[src/rtl/core/rtc_cal_pkg.sv]
// Shared types, constants and calendar functions for the calendar clock.
package rtc_cal_pkg;

	// Item kinds carried in the input tuser.
	typedef enum logic [1:0] {
		MODE_TICK = 2'd0,
		MODE_SET  = 2'd1,
		MODE_READ = 2'd2
	} mode_t;

	// Time snapshot handed from the state update to the date pipeline.
	typedef struct packed {
		logic        status;
		logic [13:0] year;
		logic [3:0]  month;
		logic [4:0]  day;
		logic [4:0]  hour;
		logic [5:0]  minute;
		logic [5:0]  second;
	} snap_t;

	// Full result word.
	typedef struct packed {
		snap_t      snap;
		logic [2:0] weekday;
		logic [8:0] yday;
	} res_t;

	localparam logic [15:0] TPS_RESET    = 16'd1000;
	localparam logic [13:0] YEAR_RESET   = 14'd1970;
	localparam logic [13:0] YEAR_MIN     = 14'd1000;
	localparam logic [13:0] YEAR_SET_MAX = 14'd9999;
	localparam logic [13:0] YEAR_LIMIT   = 14'd16383;
	localparam logic [3:0]  MONTH_MAX    = 4'd12;
	localparam logic [3:0]  MONTH_FEB    = 4'd2;
	localparam logic [4:0]  DAY_LAST_DEC = 5'd31;
	localparam logic [4:0]  HOUR_MAX     = 5'd23;
	localparam logic [5:0]  MINUTE_MAX   = 6'd59;
	localparam logic [5:0]  SECOND_MAX   = 6'd59;
	localparam logic [8:0]  YDAY_MAX     = 9'd365;
	localparam logic [3:0]  WEEK_LEN     = 4'd7;

	// floor(x / 100) == (x * DIV100_MUL) >> DIV100_SHIFT for x below 43699.
	localparam logic [12:0] DIV100_MUL   = 13'd5243;
	localparam int          DIV100_SHIFT = 19;

	// Divisibility by 25: x * inverse(25) mod 2^14 stays at or below 655.
	localparam logic [13:0] INV25        = 14'd7209;
	localparam logic [13:0] DIV25_LIM    = 14'd655;

	function automatic logic is_leap(input logic [13:0] y);
		logic [27:0] prod;
		logic        div25;
		prod  = 28'(y) * 28'(INV25);
		div25 = (prod[13:0] <= DIV25_LIM);
		// divisible by 25: leap only when divisible by 400, i.e. also by 16
		return div25 ? (y[3:0] == 4'd0) : (y[1:0] == 2'd0);
	endfunction

	function automatic logic [4:0] month_len(input logic [13:0] y, input logic [3:0] m);
		logic [4:0] len;
		unique case (m)
			4'd1, 4'd3, 4'd5, 4'd7, 4'd8, 4'd10, 4'd12: len = 5'd31;
			4'd4, 4'd6, 4'd9, 4'd11:                    len = 5'd30;
			4'd2:                                       len = is_leap(y) ? 5'd29 : 5'd28;
			default:                                    len = 5'd0;
		endcase
		return len;
	endfunction

	// Days in a common year before the first of month m.
	function automatic logic [8:0] days_before(input logic [3:0] m);
		logic [8:0] d;
		unique case (m)
			4'd1:    d = 9'd0;
			4'd2:    d = 9'd31;
			4'd3:    d = 9'd59;
			4'd4:    d = 9'd90;
			4'd5:    d = 9'd120;
			4'd6:    d = 9'd151;
			4'd7:    d = 9'd181;
			4'd8:    d = 9'd212;
			4'd9:    d = 9'd243;
			4'd10:   d = 9'd273;
			4'd11:   d = 9'd304;
			4'd12:   d = 9'd334;
			default: d = 9'd0;
		endcase
		return d;
	endfunction

endpackage

[src/rtl/core/rtc_calendar_clock.sv]
// Top level of the Gregorian calendar clock with tick, set and read words.
//
//  channel  dir  handshake         payload
//  s_*      in   s_tvalid/tready   tuser = mode, tdata = time to set
//  m_*      out  m_tvalid/tready   tuser = status, tdata = time, weekday, day of year
//  cfg_*    in   cfg_wen           cfg_wdata = ticks per second
//
// One word is taken every cycle unless a set or read waits on a full date pipeline;
// the calendar state updates at the edge that retires a word from the input register,
// so back-to-back words chain correctly. A result passes the input register, then the
// date pipeline (snapshot, divide-by-100 multiply, weekday sum, mod 7 output reg),
// before it is on m_*.
// Reset sets 1970-01-01 00:00:00, a zero tick count and 1000 ticks per second.
// Under m_tready low the empty stages fill and then hold; a tick in the input register
// retires without waiting on the output, but queues behind a stalled set or read.
module rtc_calendar_clock (
	input  logic        clk,
	input  logic        arst_n,
	input  logic        cfg_wen,
	input  logic [15:0] cfg_wdata,   // ticks_per_second
	input  logic        s_tvalid,
	output logic        s_tready,
	input  logic [1:0]  s_tuser,     // [1:0] mode
	input  logic [39:0] s_tdata,     // set_year, set_month, set_day, set_hour,
	                                 // set_minute, set_second
	output logic        m_tvalid,
	input  logic        m_tready,
	output logic [0:0]  m_tuser,     // [0] status
	output logic [55:0] m_tdata      // now_year, now_month, now_day, now_hour,
	                                 // now_minute, now_second, weekday,
	                                 // day_of_year, zero pad
);
	import rtc_cal_pkg::*;

	// configuration
	logic [15:0] tps_q;

	// input register
	logic        valid_s1;
	mode_t       mode_s1;
	logic [13:0] year_s1;
	logic [3:0]  month_s1;
	logic [4:0]  day_s1, hour_s1;
	logic [5:0]  minute_s1, second_s1;

	// calendar state
	logic [15:0] sub_q, sub_n;
	logic [13:0] year_q, year_n;
	logic [3:0]  month_q, month_n;
	logic [4:0]  day_q, day_n, hour_q, hour_n;
	logic [5:0]  minute_q, minute_n, second_q, second_n;

	logic [16:0] tick_nxt;
	logic        tick_roll, at_end, set_ok, emits, fire_s1;
	logic        dc_ready, dc_valid;
	snap_t       snap_c;
	res_t        dc_res;

	// a tick word retires without waiting; set and read need the pipeline
	assign emits    = (mode_s1 == MODE_SET) || (mode_s1 == MODE_READ);
	assign fire_s1  = valid_s1 && (!emits || dc_ready);
	assign s_tready = !valid_s1 || fire_s1;

	always_ff @(posedge clk or negedge arst_n) begin
		if (!arst_n) begin
			tps_q <= TPS_RESET;
		end else if (cfg_wen) begin
			tps_q <= cfg_wdata;
		end
	end

	always_ff @(posedge clk or negedge arst_n) begin
		if (!arst_n) begin
			valid_s1 <= 1'b0;
		end else if (s_tready) begin
			valid_s1 <= s_tvalid;
		end
	end

	always_ff @(posedge clk) begin
		if (s_tvalid && s_tready) begin
			mode_s1   <= mode_t'(s_tuser);
			year_s1   <= s_tdata[13:0];
			month_s1  <= s_tdata[17:14];
			day_s1    <= s_tdata[22:18];
			hour_s1   <= s_tdata[27:23];
			minute_s1 <= s_tdata[33:28];
			second_s1 <= s_tdata[39:34];
		end
	end

	// Next state. A zero ticks-per-second still rolls on every tick because
	// the incremented count is at least one.
	always_comb begin
		sub_n    = sub_q;
		year_n   = year_q;
		month_n  = month_q;
		day_n    = day_q;
		hour_n   = hour_q;
		minute_n = minute_q;
		second_n = second_q;

		tick_nxt  = 17'(sub_q) + 17'd1;
		tick_roll = (tick_nxt >= 17'(tps_q));
		at_end    = (year_q == YEAR_LIMIT) && (month_q == MONTH_MAX)
		         && (day_q == DAY_LAST_DEC) && (hour_q == HOUR_MAX)
		         && (minute_q == MINUTE_MAX) && (second_q == SECOND_MAX);
		set_ok    = (year_s1 >= YEAR_MIN) && (year_s1 <= YEAR_SET_MAX)
		         && (month_s1 >= 4'd1) && (month_s1 <= MONTH_MAX)
		         && (day_s1 >= 5'd1) && (day_s1 <= month_len(year_s1, month_s1))
		         && (hour_s1 <= HOUR_MAX) && (minute_s1 <= MINUTE_MAX)
		         && (second_s1 <= SECOND_MAX);

		if (fire_s1) begin
			unique case (mode_s1)
				MODE_TICK: begin
					if (!tick_roll) begin
						sub_n = tick_nxt[15:0];
					end else begin
						sub_n = '0;
						// hold at the last second of the range
						if (at_end) begin
						end else if (second_q < SECOND_MAX) begin
							second_n = second_q + 6'd1;
						end else if (minute_q < MINUTE_MAX) begin
							second_n = '0;
							minute_n = minute_q + 6'd1;
						end else if (hour_q < HOUR_MAX) begin
							second_n = '0;
							minute_n = '0;
							hour_n   = hour_q + 5'd1;
						end else begin
							second_n = '0;
							minute_n = '0;
							hour_n   = '0;
							if (day_q < month_len(year_q, month_q)) begin
								day_n = day_q + 5'd1;
							end else if (month_q < MONTH_MAX) begin
								day_n   = 5'd1;
								month_n = month_q + 4'd1;
							end else begin
								day_n   = 5'd1;
								month_n = 4'd1;
								year_n  = year_q + 14'd1;
							end
						end
					end
				end
				MODE_SET: begin
					if (set_ok) begin
						sub_n    = '0;
						year_n   = year_s1;
						month_n  = month_s1;
						day_n    = day_s1;
						hour_n   = hour_s1;
						minute_n = minute_s1;
						second_n = second_s1;
					end
				end
				default: begin
				end
			endcase
		end
	end

	always_ff @(posedge clk or negedge arst_n) begin
		if (!arst_n) begin
			sub_q    <= '0;
			year_q   <= YEAR_RESET;
			month_q  <= 4'd1;
			day_q    <= 5'd1;
			hour_q   <= '0;
			minute_q <= '0;
			second_q <= '0;
		end else begin
			sub_q    <= sub_n;
			year_q   <= year_n;
			month_q  <= month_n;
			day_q    <= day_n;
			hour_q   <= hour_n;
			minute_q <= minute_n;
			second_q <= second_n;
		end
	end

	// report the time after the word, with status only for a rejected set
	always_comb begin
		snap_c.status = (mode_s1 == MODE_SET) && !set_ok;
		snap_c.year   = year_n;
		snap_c.month  = month_n;
		snap_c.day    = day_n;
		snap_c.hour   = hour_n;
		snap_c.minute = minute_n;
		snap_c.second = second_n;
	end

	rtc_cal_datecalc u_datecalc (
		.clk       (clk),
		.arst_n    (arst_n),
		.in_valid  (valid_s1 && emits),
		.in_ready  (dc_ready),
		.in_snap   (snap_c),
		.out_valid (dc_valid),
		.out_ready (m_tready),
		.out_res   (dc_res)
	);

	assign m_tvalid = dc_valid;
	assign m_tuser  = dc_res.snap.status;
	assign m_tdata  = {4'd0, dc_res.yday, dc_res.weekday, dc_res.snap.second,
	                   dc_res.snap.minute, dc_res.snap.hour, dc_res.snap.day,
	                   dc_res.snap.month, dc_res.snap.year};

	a_month_range: assert property (@(posedge clk) disable iff (!arst_n)
		(month_q >= 4'd1) && (month_q <= MONTH_MAX))
		else $error("month left its range");

	a_day_range: assert property (@(posedge clk) disable iff (!arst_n)
		(day_q >= 5'd1) && (day_q <= month_len(year_q, month_q)))
		else $error("day beyond month length");

	a_time_range: assert property (@(posedge clk) disable iff (!arst_n)
		(hour_q <= HOUR_MAX) && (minute_q <= MINUTE_MAX) && (second_q <= SECOND_MAX)
		&& (year_q >= YEAR_MIN))
		else $error("time of day out of range");

	a_reject_hold: assert property (@(posedge clk) disable iff (!arst_n)
		(fire_s1 && (mode_s1 == MODE_SET) && !set_ok) |=>
		($stable(year_q) && $stable(month_q) && $stable(day_q) && $stable(hour_q)
		 && $stable(minute_q) && $stable(second_q) && $stable(sub_q)))
		else $error("rejected set changed the clock");

endmodule

[src/rtl/core/rtc_cal_datecalc.sv]
// Date pipeline: derives day of year and weekday from a time snapshot.
module rtc_cal_datecalc (
	input  logic                clk,
	input  logic                arst_n,
	input  logic                in_valid,
	output logic                in_ready,
	input  rtc_cal_pkg::snap_t  in_snap,
	output logic                out_valid,
	input  logic                out_ready,
	output rtc_cal_pkg::res_t   out_res
);
	import rtc_cal_pkg::*;

	logic        valid_s2, valid_s3, valid_s4, out_valid_q;
	logic        rdy_s2, rdy_s3, rdy_s4, rdy_out;
	snap_t       snap_s2, snap_s3, snap_s4;
	logic [7:0]  q100_s3;
	logic [11:0] p4_s3;
	logic [8:0]  yday_s3, yday_s4;
	logic [14:0] total_s4;
	res_t        res_q;

	logic [13:0] p_c;
	logic [26:0] prod_c;
	logic [8:0]  yday_c;
	logic [14:0] total_c;
	logic [5:0]  dsum_c;
	logic [3:0]  fold_c;
	logic [2:0]  wday_c;

	// each stage moves when the one after it has room
	assign rdy_out  = !out_valid_q || out_ready;
	assign rdy_s4   = !valid_s4 || rdy_out;
	assign rdy_s3   = !valid_s3 || rdy_s4;
	assign rdy_s2   = !valid_s2 || rdy_s3;
	assign in_ready = rdy_s2;

	always_comb begin
		p_c    = snap_s2.year - 14'd1;
		prod_c = 27'(p_c) * 27'(DIV100_MUL);
		yday_c = days_before(snap_s2.month) + 9'(snap_s2.day) - 9'd1
		       + 9'(is_leap(snap_s2.year) && (snap_s2.month > MONTH_FEB));
	end

	// weekday of Jan 1 plus day of year, before the mod 7
	assign total_c = 15'(snap_s3.year) + 15'(q100_s3[7:2]) + 15'(p4_s3)
	               - 15'(q100_s3) + 15'(yday_s3);

	// 8 = 1 mod 7: fold octal digits, then one conditional subtract
	always_comb begin
		dsum_c = 6'(total_s4[2:0]) + 6'(total_s4[5:3]) + 6'(total_s4[8:6])
		       + 6'(total_s4[11:9]) + 6'(total_s4[14:12]);
		fold_c = 4'(dsum_c[2:0]) + 4'(dsum_c[5:3]);
		wday_c = (fold_c >= WEEK_LEN) ? 3'(fold_c - WEEK_LEN) : fold_c[2:0];
	end

	always_ff @(posedge clk or negedge arst_n) begin
		if (!arst_n) begin
			valid_s2    <= 1'b0;
			valid_s3    <= 1'b0;
			valid_s4    <= 1'b0;
			out_valid_q <= 1'b0;
		end else begin
			if (rdy_s2)  valid_s2    <= in_valid;
			if (rdy_s3)  valid_s3    <= valid_s2;
			if (rdy_s4)  valid_s4    <= valid_s3;
			if (rdy_out) out_valid_q <= valid_s4;
		end
	end

	always_ff @(posedge clk) begin
		if (rdy_s2 && in_valid) begin
			snap_s2 <= in_snap;
		end
		if (rdy_s3 && valid_s2) begin
			snap_s3 <= snap_s2;
			q100_s3 <= prod_c[26:DIV100_SHIFT];
			p4_s3   <= p_c[13:2];
			yday_s3 <= yday_c;
		end
		if (rdy_s4 && valid_s3) begin
			snap_s4  <= snap_s3;
			yday_s4  <= yday_s3;
			total_s4 <= total_c;
		end
		if (rdy_out && valid_s4) begin
			res_q.snap    <= snap_s4;
			res_q.weekday <= wday_c;
			res_q.yday    <= yday_s4;
		end
	end

	assign out_valid = out_valid_q;
	assign out_res   = res_q;

	a_weekday_range: assert property (@(posedge clk) disable iff (!arst_n)
		out_valid_q |-> (res_q.weekday < 3'd7))
		else $error("weekday out of range");

	a_yday_range: assert property (@(posedge clk) disable iff (!arst_n)
		out_valid_q |-> (res_q.yday <= YDAY_MAX))
		else $error("day of year out of range");

	a_s4_hold: assert property (@(posedge clk) disable iff (!arst_n)
		(valid_s4 && !rdy_out) |=> (valid_s4 && $stable(total_s4) && $stable(yday_s4)))
		else $error("stalled stage 4 lost its word");

endmodule

[config.mk]
export PLATFORM = sky130hd
export DESIGN_NAME = rtc_calendar_clock
export DESIGN_NICKNAME = d
export VERILOG_FILES = /design/src/rtl/core/rtc_cal_pkg.sv /design/src/rtl/core/rtc_calendar_clock.sv /design/src/rtl/core/rtc_cal_datecalc.sv
export SDC_FILE = /design/constraint.sdc
export NUM_CORES = 1
export LEC_CHECK = 0
export ABC_AREA = 1
export BUFFER_PORTS_ARGS = -buffer_cell sky130_fd_sc_hd__buf_4
export CAP_MARGIN = 15
export CORE_MARGIN = 1.5
export CORE_UTILIZATION = 60
export DETAILED_ROUTE_END_ITERATION = 6
export GPL_TIMING_DRIVEN = 0
export PLACE_DENSITY = 0.83
export REMOVE_ABC_BUFFERS = 1
export SYNTH_ARGS = -nofsm -noshare
export SYNTH_HDL_FRONTEND = slang
export SYNTH_SLANG_ARGS = --single-unit
export TNS_END_PERCENT = 50
[constraint.sdc]
create_clock -name clk -period 7.5 [get_ports clk]
set_input_delay 1.5 -clock clk [delete_from_list [all_inputs] [get_ports clk]]
set_output_delay 1.5 -clock clk [all_outputs]
set_load 0.02 [all_outputs]
== Yosys cells after proc, flatten, opt, wreduce, memory -nomap -nowiden ==
Memory sizes are Yosys's and may differ from the RTL's. A register that Yosys moved wholly into a read port is not among the register bits.
Index checks and enable logic that the tools add are counted.

* Equal/unequal tests: 32
* Add/sub/neg operators: 21
* Mux-type cells: 69
* Multiply operators: 4
* Order comparisons: 20
* Reduce and logical (&&, ||, !) cells: 49

{| class="wikitable"
|+ Operators with widths
! cell !! count
|-
| $mux 14 || 9
|-
| $mux 5 || 22
|-
| $mux 6 || 11
|-
| $le 14x10->1 const B || 3
|-
| $mul 14x13->14 const B || 3
|-
| $eq 4x4->1 const B || 10
|-
| $mux 4 || 10
|-
| $eq 4x3->1 const B || 8
|-
| $mux 16 || 2
|-
| $pmux 16 s2 || 1
|-
| $pmux 5 s3 || 2
|-
| $pmux 14 s2 || 1
|-
| $mul 14x13->27 const B || 1
|-
| $pmux 6 s2 || 2
|-
| $logic_and 1x1->1 || 22
|-
| $pmux 5 s2 || 2
|-
| $add 6x3->6 || 3
|-
| $add 16x1->17 const B || 1
|-
| $ge 17x16->1 || 1
|-
| $eq 4x2->1 const B || 4
|-
| $add 14x6->15 || 1
|-
| $add 15x12->15 || 1
|-
| $add 15x9->15 || 1
|-
| $sub 15x8->15 || 1
|-
| other kinds (42) || 73
|}

* Bits in read-only memories: 144
* Word-level logic and storage cells: 251
* Output and inout bits: 59
* Input port bits: 63
* Memories kept: 1
* Register bits: 348

{| class="wikitable"
|+ Memories
! memory !! words !! width !! read ports !! clocked after memory_dff !! wr ports !! line !! source
|-
| (name not given) || 16 || 9 || 1 || 1 || 0 || rtc_cal_pkg.sv:74 || <nowiki>unique case (m)</nowiki>
|}

== Longest topological paths before layout ==
* Depth in word-level cells: 22
* Depth in mapped cells: 37
* Gate-level depth less buffers: 36

== Hierarchy ==
From an unflattened synthesis, not the netlist that was laid out.

* Cell total of the unflattened synthesis: 2550
* Area, all modules: 24930.2 um2

{| class="wikitable"
|+ By module, submodules not included
! module !! area an instance (um2) !! cells each !! instances !! seq. area each (um2)
|-
| rtc_cal_datecalc || 15260.9 || 1303 || 1 || 7156.9
|-
| rtc_calendar_clock || 9669.3 || 1247 || 1 || 3106.7
|}

== Least setup slack after synthesis ==
No wires, ideal clock.

* Path type: reg-to-reg
* From: reg u_datecalc.snap_s2[26] (netlist name)
* To: reg u_datecalc.q100_s3[7] (data pin)
* Period minus slack after synthesis: 6.353 ns
* Setup time: 0.261 ns
* Data arrival time: 6.093 ns
* Stages on the path, launching flop included: 30
* Slack: 1.147 ns
* Buffers on the path: 0
* Data required time: 7.239 ns
* Cells stage by stage: edfxtp_1 -> inv_1 -> ha_1 -> nand2_1 -> inv_1 -> nand2_1 -> nor3_1 -> nand2_1 -> xor2_1 -> ha_1 -> fa_1 -> fa_1 -> inv_1 -> fa_1 -> fa_1 -> inv_1 -> ha_1 -> nand2_1 -> a21oi_1 -> a211oi_1 -> o21ai_0 -> a21boi_0 -> inv_1 -> a21oi_1 -> o21bai_1 -> a21oi_1 -> o21ai_0 -> nand3_1 -> nand2_1 -> xor2_1

* Longest elaborated chain between the ends: 2

{| class="wikitable"
|+ RTL lines
! what !! line !! source
|-
| start: declaration || rtc_cal_datecalc.sv:16 || <nowiki>snap_t snap_s2, snap_s3, snap_s4;</nowiki>
|-
| start signal: assignment || rtc_cal_datecalc.sv:73 || <nowiki>snap_s2 <= in_snap;</nowiki>
|-
| $sub 14x1->14 || rtc_cal_datecalc.sv:39 || <nowiki>p_c = snap_s2.year - 14'd1;</nowiki>
|-
| named net u_datecalc.p_c[10] || rtc_cal_datecalc.sv:23 || <nowiki>logic [13:0] p_c;</nowiki>
|-
| $mul 14x13->27 || rtc_cal_datecalc.sv:40 || <nowiki>prod_c = 27'(p_c) * 27'(DIV100_MUL);</nowiki>
|-
| named net u_datecalc.prod_c[26] || rtc_cal_datecalc.sv:24 || <nowiki>logic [26:0] prod_c;</nowiki>
|-
| end signal: assignment || rtc_cal_datecalc.sv:77 || <nowiki>q100_s3 <= prod_c[26:DIV100_SHIFT];</nowiki>
|-
| end: declaration || rtc_cal_datecalc.sv:17 || <nowiki>logic [7:0] q100_s3;</nowiki>
|}

The timed path passes the listed nets, and every way through them passes these cells.
A chain may end at the register's enable or synchronous reset.

== Final worst setup path ==
* From: reg u_datecalc.snap_s2[27] (netlist name)
* To: reg u_datecalc.q100_s3[7] (data pin)

Same word-level chain as after synthesis.

==> impl_metrics.csv <==
group,metric,value,unit
final_layout,post-route-util,68.28,%
setup_path,timing.rr.start,"u_datecalc.snap_s2[27]",
die,die_y,203.6,µm
setup_path,worstReg2RegEnd,"u_datecalc.q100_s3[7]",
final_layout,register_area,0.01026,mm²
final_layout,finalNonFillerCells,3044,
synthesis,synthesis.area_per_instance,10.26,µm²
placement,port_bufs,117,
timing,max_slew_margin,27.80,%
synthesis,synth_warnings,0,
die,die_area,0.04144,mm²
cts,cts.reportedPaths.clkPinSlew,0.06,ns
status,status,"complete, no violations",
drt,wl_per_cell,17.01,µm
setup_path,worst_path_largest_cell_delay,0.57,ns
timing,timing.final.hold_violations,0,
final_layout,fin_nets,2997,
drt,number_of_drc_markers_in_iteration_0,1323,
drt,route.final.wire_length,51780,µm
synthesis,postSynthRegisterBits,357,
die,io_pins,122,
timing,whs,0.4157,ns
setup_path,timing.reg2reg.worst_path_depth,29,
cts,cts_num_sinks,357,
die,core_region_area,0.03973,mm²
die,die_x,203.6,µm
drt,route.detailed.drc,0,
cts,cts_made_buffers,37,
drt,drt-vias-per-instance,5.525,
final_layout,signed_area_change_from_the_synthesized_netlist_to_the_final_layout,12.39,%
setup_path,timing.critical_path.fanout_max,8,
placement,numPlacedInstances,2968,
cts,cts_max_path_buffers,3,
grt,grt_max_degree,78,
min_path,min_delay_path_depth,0,
drt,antenna_left,0,
cts,worst_skew_pair.late_latency,0.55,ns
min_path,timing.hold.worst.class,"reg -> reg",
timing,setup_viol_count_final,0,
setup_path,critical_path.slowest_cell,"sky130_fd_sc_hd__edfxtp_1",
timing,skew,0.01325,ns
timing,slew_viol_final,0,
setup_path,critical_path.endpoint_type,"register",
setup_path,worstSetupPathType,"reg -> reg",
run,max_cap_violations,0,
setup_path,worstPathRequired,7.79,ns
synthesis,synth.distinct_cells,62,
min_path,hold_path_startpoint,"u_datecalc.yday_s4[0]",
synthesis,asyncSetResetFlopFracSynth,21.57,%
setup_path,worstPathArrival,7.27,ns
final_layout,antenna_cells_inserted,0,
setup_path,r2r_slack,0.51,ns
synthesis,synth_sequential_area_ratio,42.52,%
grt,wire_length_of_the_first_global_routing_pass,84630,µm
synthesis,synth_flop_cell,"sky130_fd_sc_hd__edfxtp_1",
cts,cts_tree,"built",
timing,finalSetupTns,0,ns
cts,cts_htree_levels,2,
min_path,whs_endpoint,"u_datecalc.out_res[0]",
grt,grt_overflow_total,0,
placement,place.gp.congestion,0.9266,
grt,first_global_vias,17520,
drt,dr_vias,16820,
grt,global_route_usage_over_all_layers,25.59,%
synthesis,synth.cell_area,0.02414,mm²
final_layout,final_layout_size_suffix_gt1_share,10.60,%
setup_path,startpoint_type,"register",
synthesis,netlist_instances,2352,
synthesis,synth_enable_flop_cells,271,
final_layout,multi_input_comb_area,0.01183,mm²
final_layout,filler_cell_count,2727,
die,floorplan.rows,73,
cts,cts.root.buffer_cell,"sky130_fd_sc_hd__clkbuf_16",
timing,clock.fmax,143.1,MHz
drt,first_pass_iters,6,
die,start_util,60.75,%
placement,detailed_place_hpwl,38970,µm
timing,timing_worst_slew_pin_value,1.083,ns
timing,final.min_clock_period,6.986,ns
grt,antenna_found_initial,0,
timing,post_route_fraction_of_the_period_consumed_by_the_critical_path,93.15,%
per-stage QoR:
step                setup slack, ns  instance area (µm²)
floorplan                    0.6429                23970
global placement             -1.453                25500
detailed placement          -0.1524                25690
CTS                        0.009750                26970
global route               -0.06783                27130
finish                       0.5135                27130
worst max path at each step:
stage                                 from               endpoint  slack (ns)  cells after the start
floorplan                       year_s1[3]               sub_q[0]        0.64                     28
global placement                year_s1[3]               sub_q[2]       -1.45                     28
detailed placement  u_datecalc.snap_s2[26]  u_datecalc.q100_s3[7]       -0.15                     29
CTS                 u_datecalc.snap_s2[27]  u_datecalc.q100_s3[7]        0.01                     28
global route        u_datecalc.snap_s2[27]  u_datecalc.q100_s3[7]       -0.07                     32
finish              u_datecalc.snap_s2[27]  u_datecalc.q100_s3[7]        0.51                     29
state kept, by name, summed over array words and instances (netlist names), 4 cells and up, named ones only:
| name | flops |
|---|---|
| u_datecalc.snap_s3 | 41 |
| sub_q | 16 |
| u_datecalc.snap_s2 | 41 |
| u_datecalc.p4_s3 | 12 |
| month_q | 4 |
| minute_q | 6 |
| u_datecalc.out_res | 53 |
| u_datecalc.yday_s3 | 9 |
| u_datecalc.total_s4 | 15 |
| tps_q | 16 |
| second_s1 | 6 |
| u_datecalc.snap_s4 | 41 |
| year_q | 14 |
| u_datecalc.yday_s4 | 9 |
| u_datecalc.q100_s3 | 8 |
| day_s1 | 5 |
| minute_s1 | 6 |
| day_q | 5 |
| hour_s1 | 5 |
| hour_q | 5 |
| month_s1 | 4 |
| second_q | 6 |
| year_s1 | 14 |
cells by family after synthesis:
| logic type | synth area share, % |
|---|---|
| other cells | 0.01554 |
| flops | 42.52 |
| buf+inv | 8.895 |
| mux | 0.09330 |
| xor+xnor | 3.447 |
| simple gates | 10.61 |
| fa+ha+maj | 26.93 |
| compound gates | 7.490 |
synth_stat cells (all sizes together), types with 2 or more instances:
master / n / area, µm²
dfrtp: 62 / 1551
clkbuf: 27 / 102.6
nand4: 27 / 168.9
or2: 3 / 18.77
and2: 3 / 18.77
xor2: 58 / 508.0
o211ai: 6 / 55.05
nand3: 77 / 422.9
a22oi: 6 / 45.04
a221oi: 3 / 26.28
o21ai: 139 / 703.2
inv: 523 / 1963
o21bai: 6 / 45.04
nand2: 329 / 1323
buf: 10 / 81.32
o22ai: 22 / 137.6
nor3b: 2 / 15.01
dfstp: 15 / 394.1
nor2: 98 / 400.4
o31ai: 5 / 37.54
a31oi: 5 / 31.28
nor3: 19 / 111.4
nand3b: 5 / 37.54
o21a: 2 / 15.01
dfxtp: 9 / 180.2
xnor2: 37 / 324.1
nor4: 6 / 37.54
fa: 126 / 2522
o221ai: 6 / 52.55
a21boi: 2 / 15.01
a21o: 3 / 22.52
ha: 318 / 3979
mux2: 2 / 22.52
a211oi: 3 / 22.52
edfxtp: 271 / 8138
a21oi: 109 / 545.5
cell usage in the layout (no fill, tap or decap), drive strengths merged, types with 6 or more instances in the layout:
cell	Yosys	routed
edfxtp	271	271
o221ai	6	6
clkinv	0	11
o21ai	139	139
nor2	98	98
buf	10	133
inv	523	525
dfstp	15	15
nand2	329	329
o211ai	6	6
a22oi	6	6
o21bai	6	6
dfxtp	9	9
ha	318	318
a21oi	109	109
nor4	6	6
nor3	19	19
xnor2	37	37
fa	126	126
nand3	77	77
o22ai	22	22
xor2	58	58
nand4	27	27
dfrtp	62	62
clkbuf	27	46
cell type report:
cell class	instances	area share, %
Clock buffer	46	3.611
Tap cell	525	2.421
Inverter	523	7.250
Clock inverter	22	1.088
Timing Repair Buffer	133	4.188
Multi-Input combinational cell	1438	43.61
Sequential cell	357	37.83
timing repair:
| item | CTS | global route |
|---|---|---|
| gates resized for setup | 2 | 8 |
| hold buffers | 0 | 0 |
| setup buffers | 0 | 6 |
| endpoints found under the setup margin | 11 | 26 |
| pin swaps | 0 | 2 |
critical path, delay by kind of cell (launching register included):
family / cells / cell delay, ns
buffers and inverters: 5 / 0.43
and+or+nand+nor: 7 / 1.01
AOI/OAI and AO/OA: 8 / 1.25
adders and majority gates: 7 / 2.99
DFF: 1 / 0.57
xor gates and xnor gates: 2 / 0.47
per-layer routing:
metal  part of all wire [%]  track usage (%)
met1                     40            32.19
met2                     50            45.15
met3                    6.6            3.244
met4                    3.3            9.683
met5                      0                0
Power is left out: the tool's default activity adds up to more than one toggle a clock period on the data nets, which glitch-free logic cannot reach.
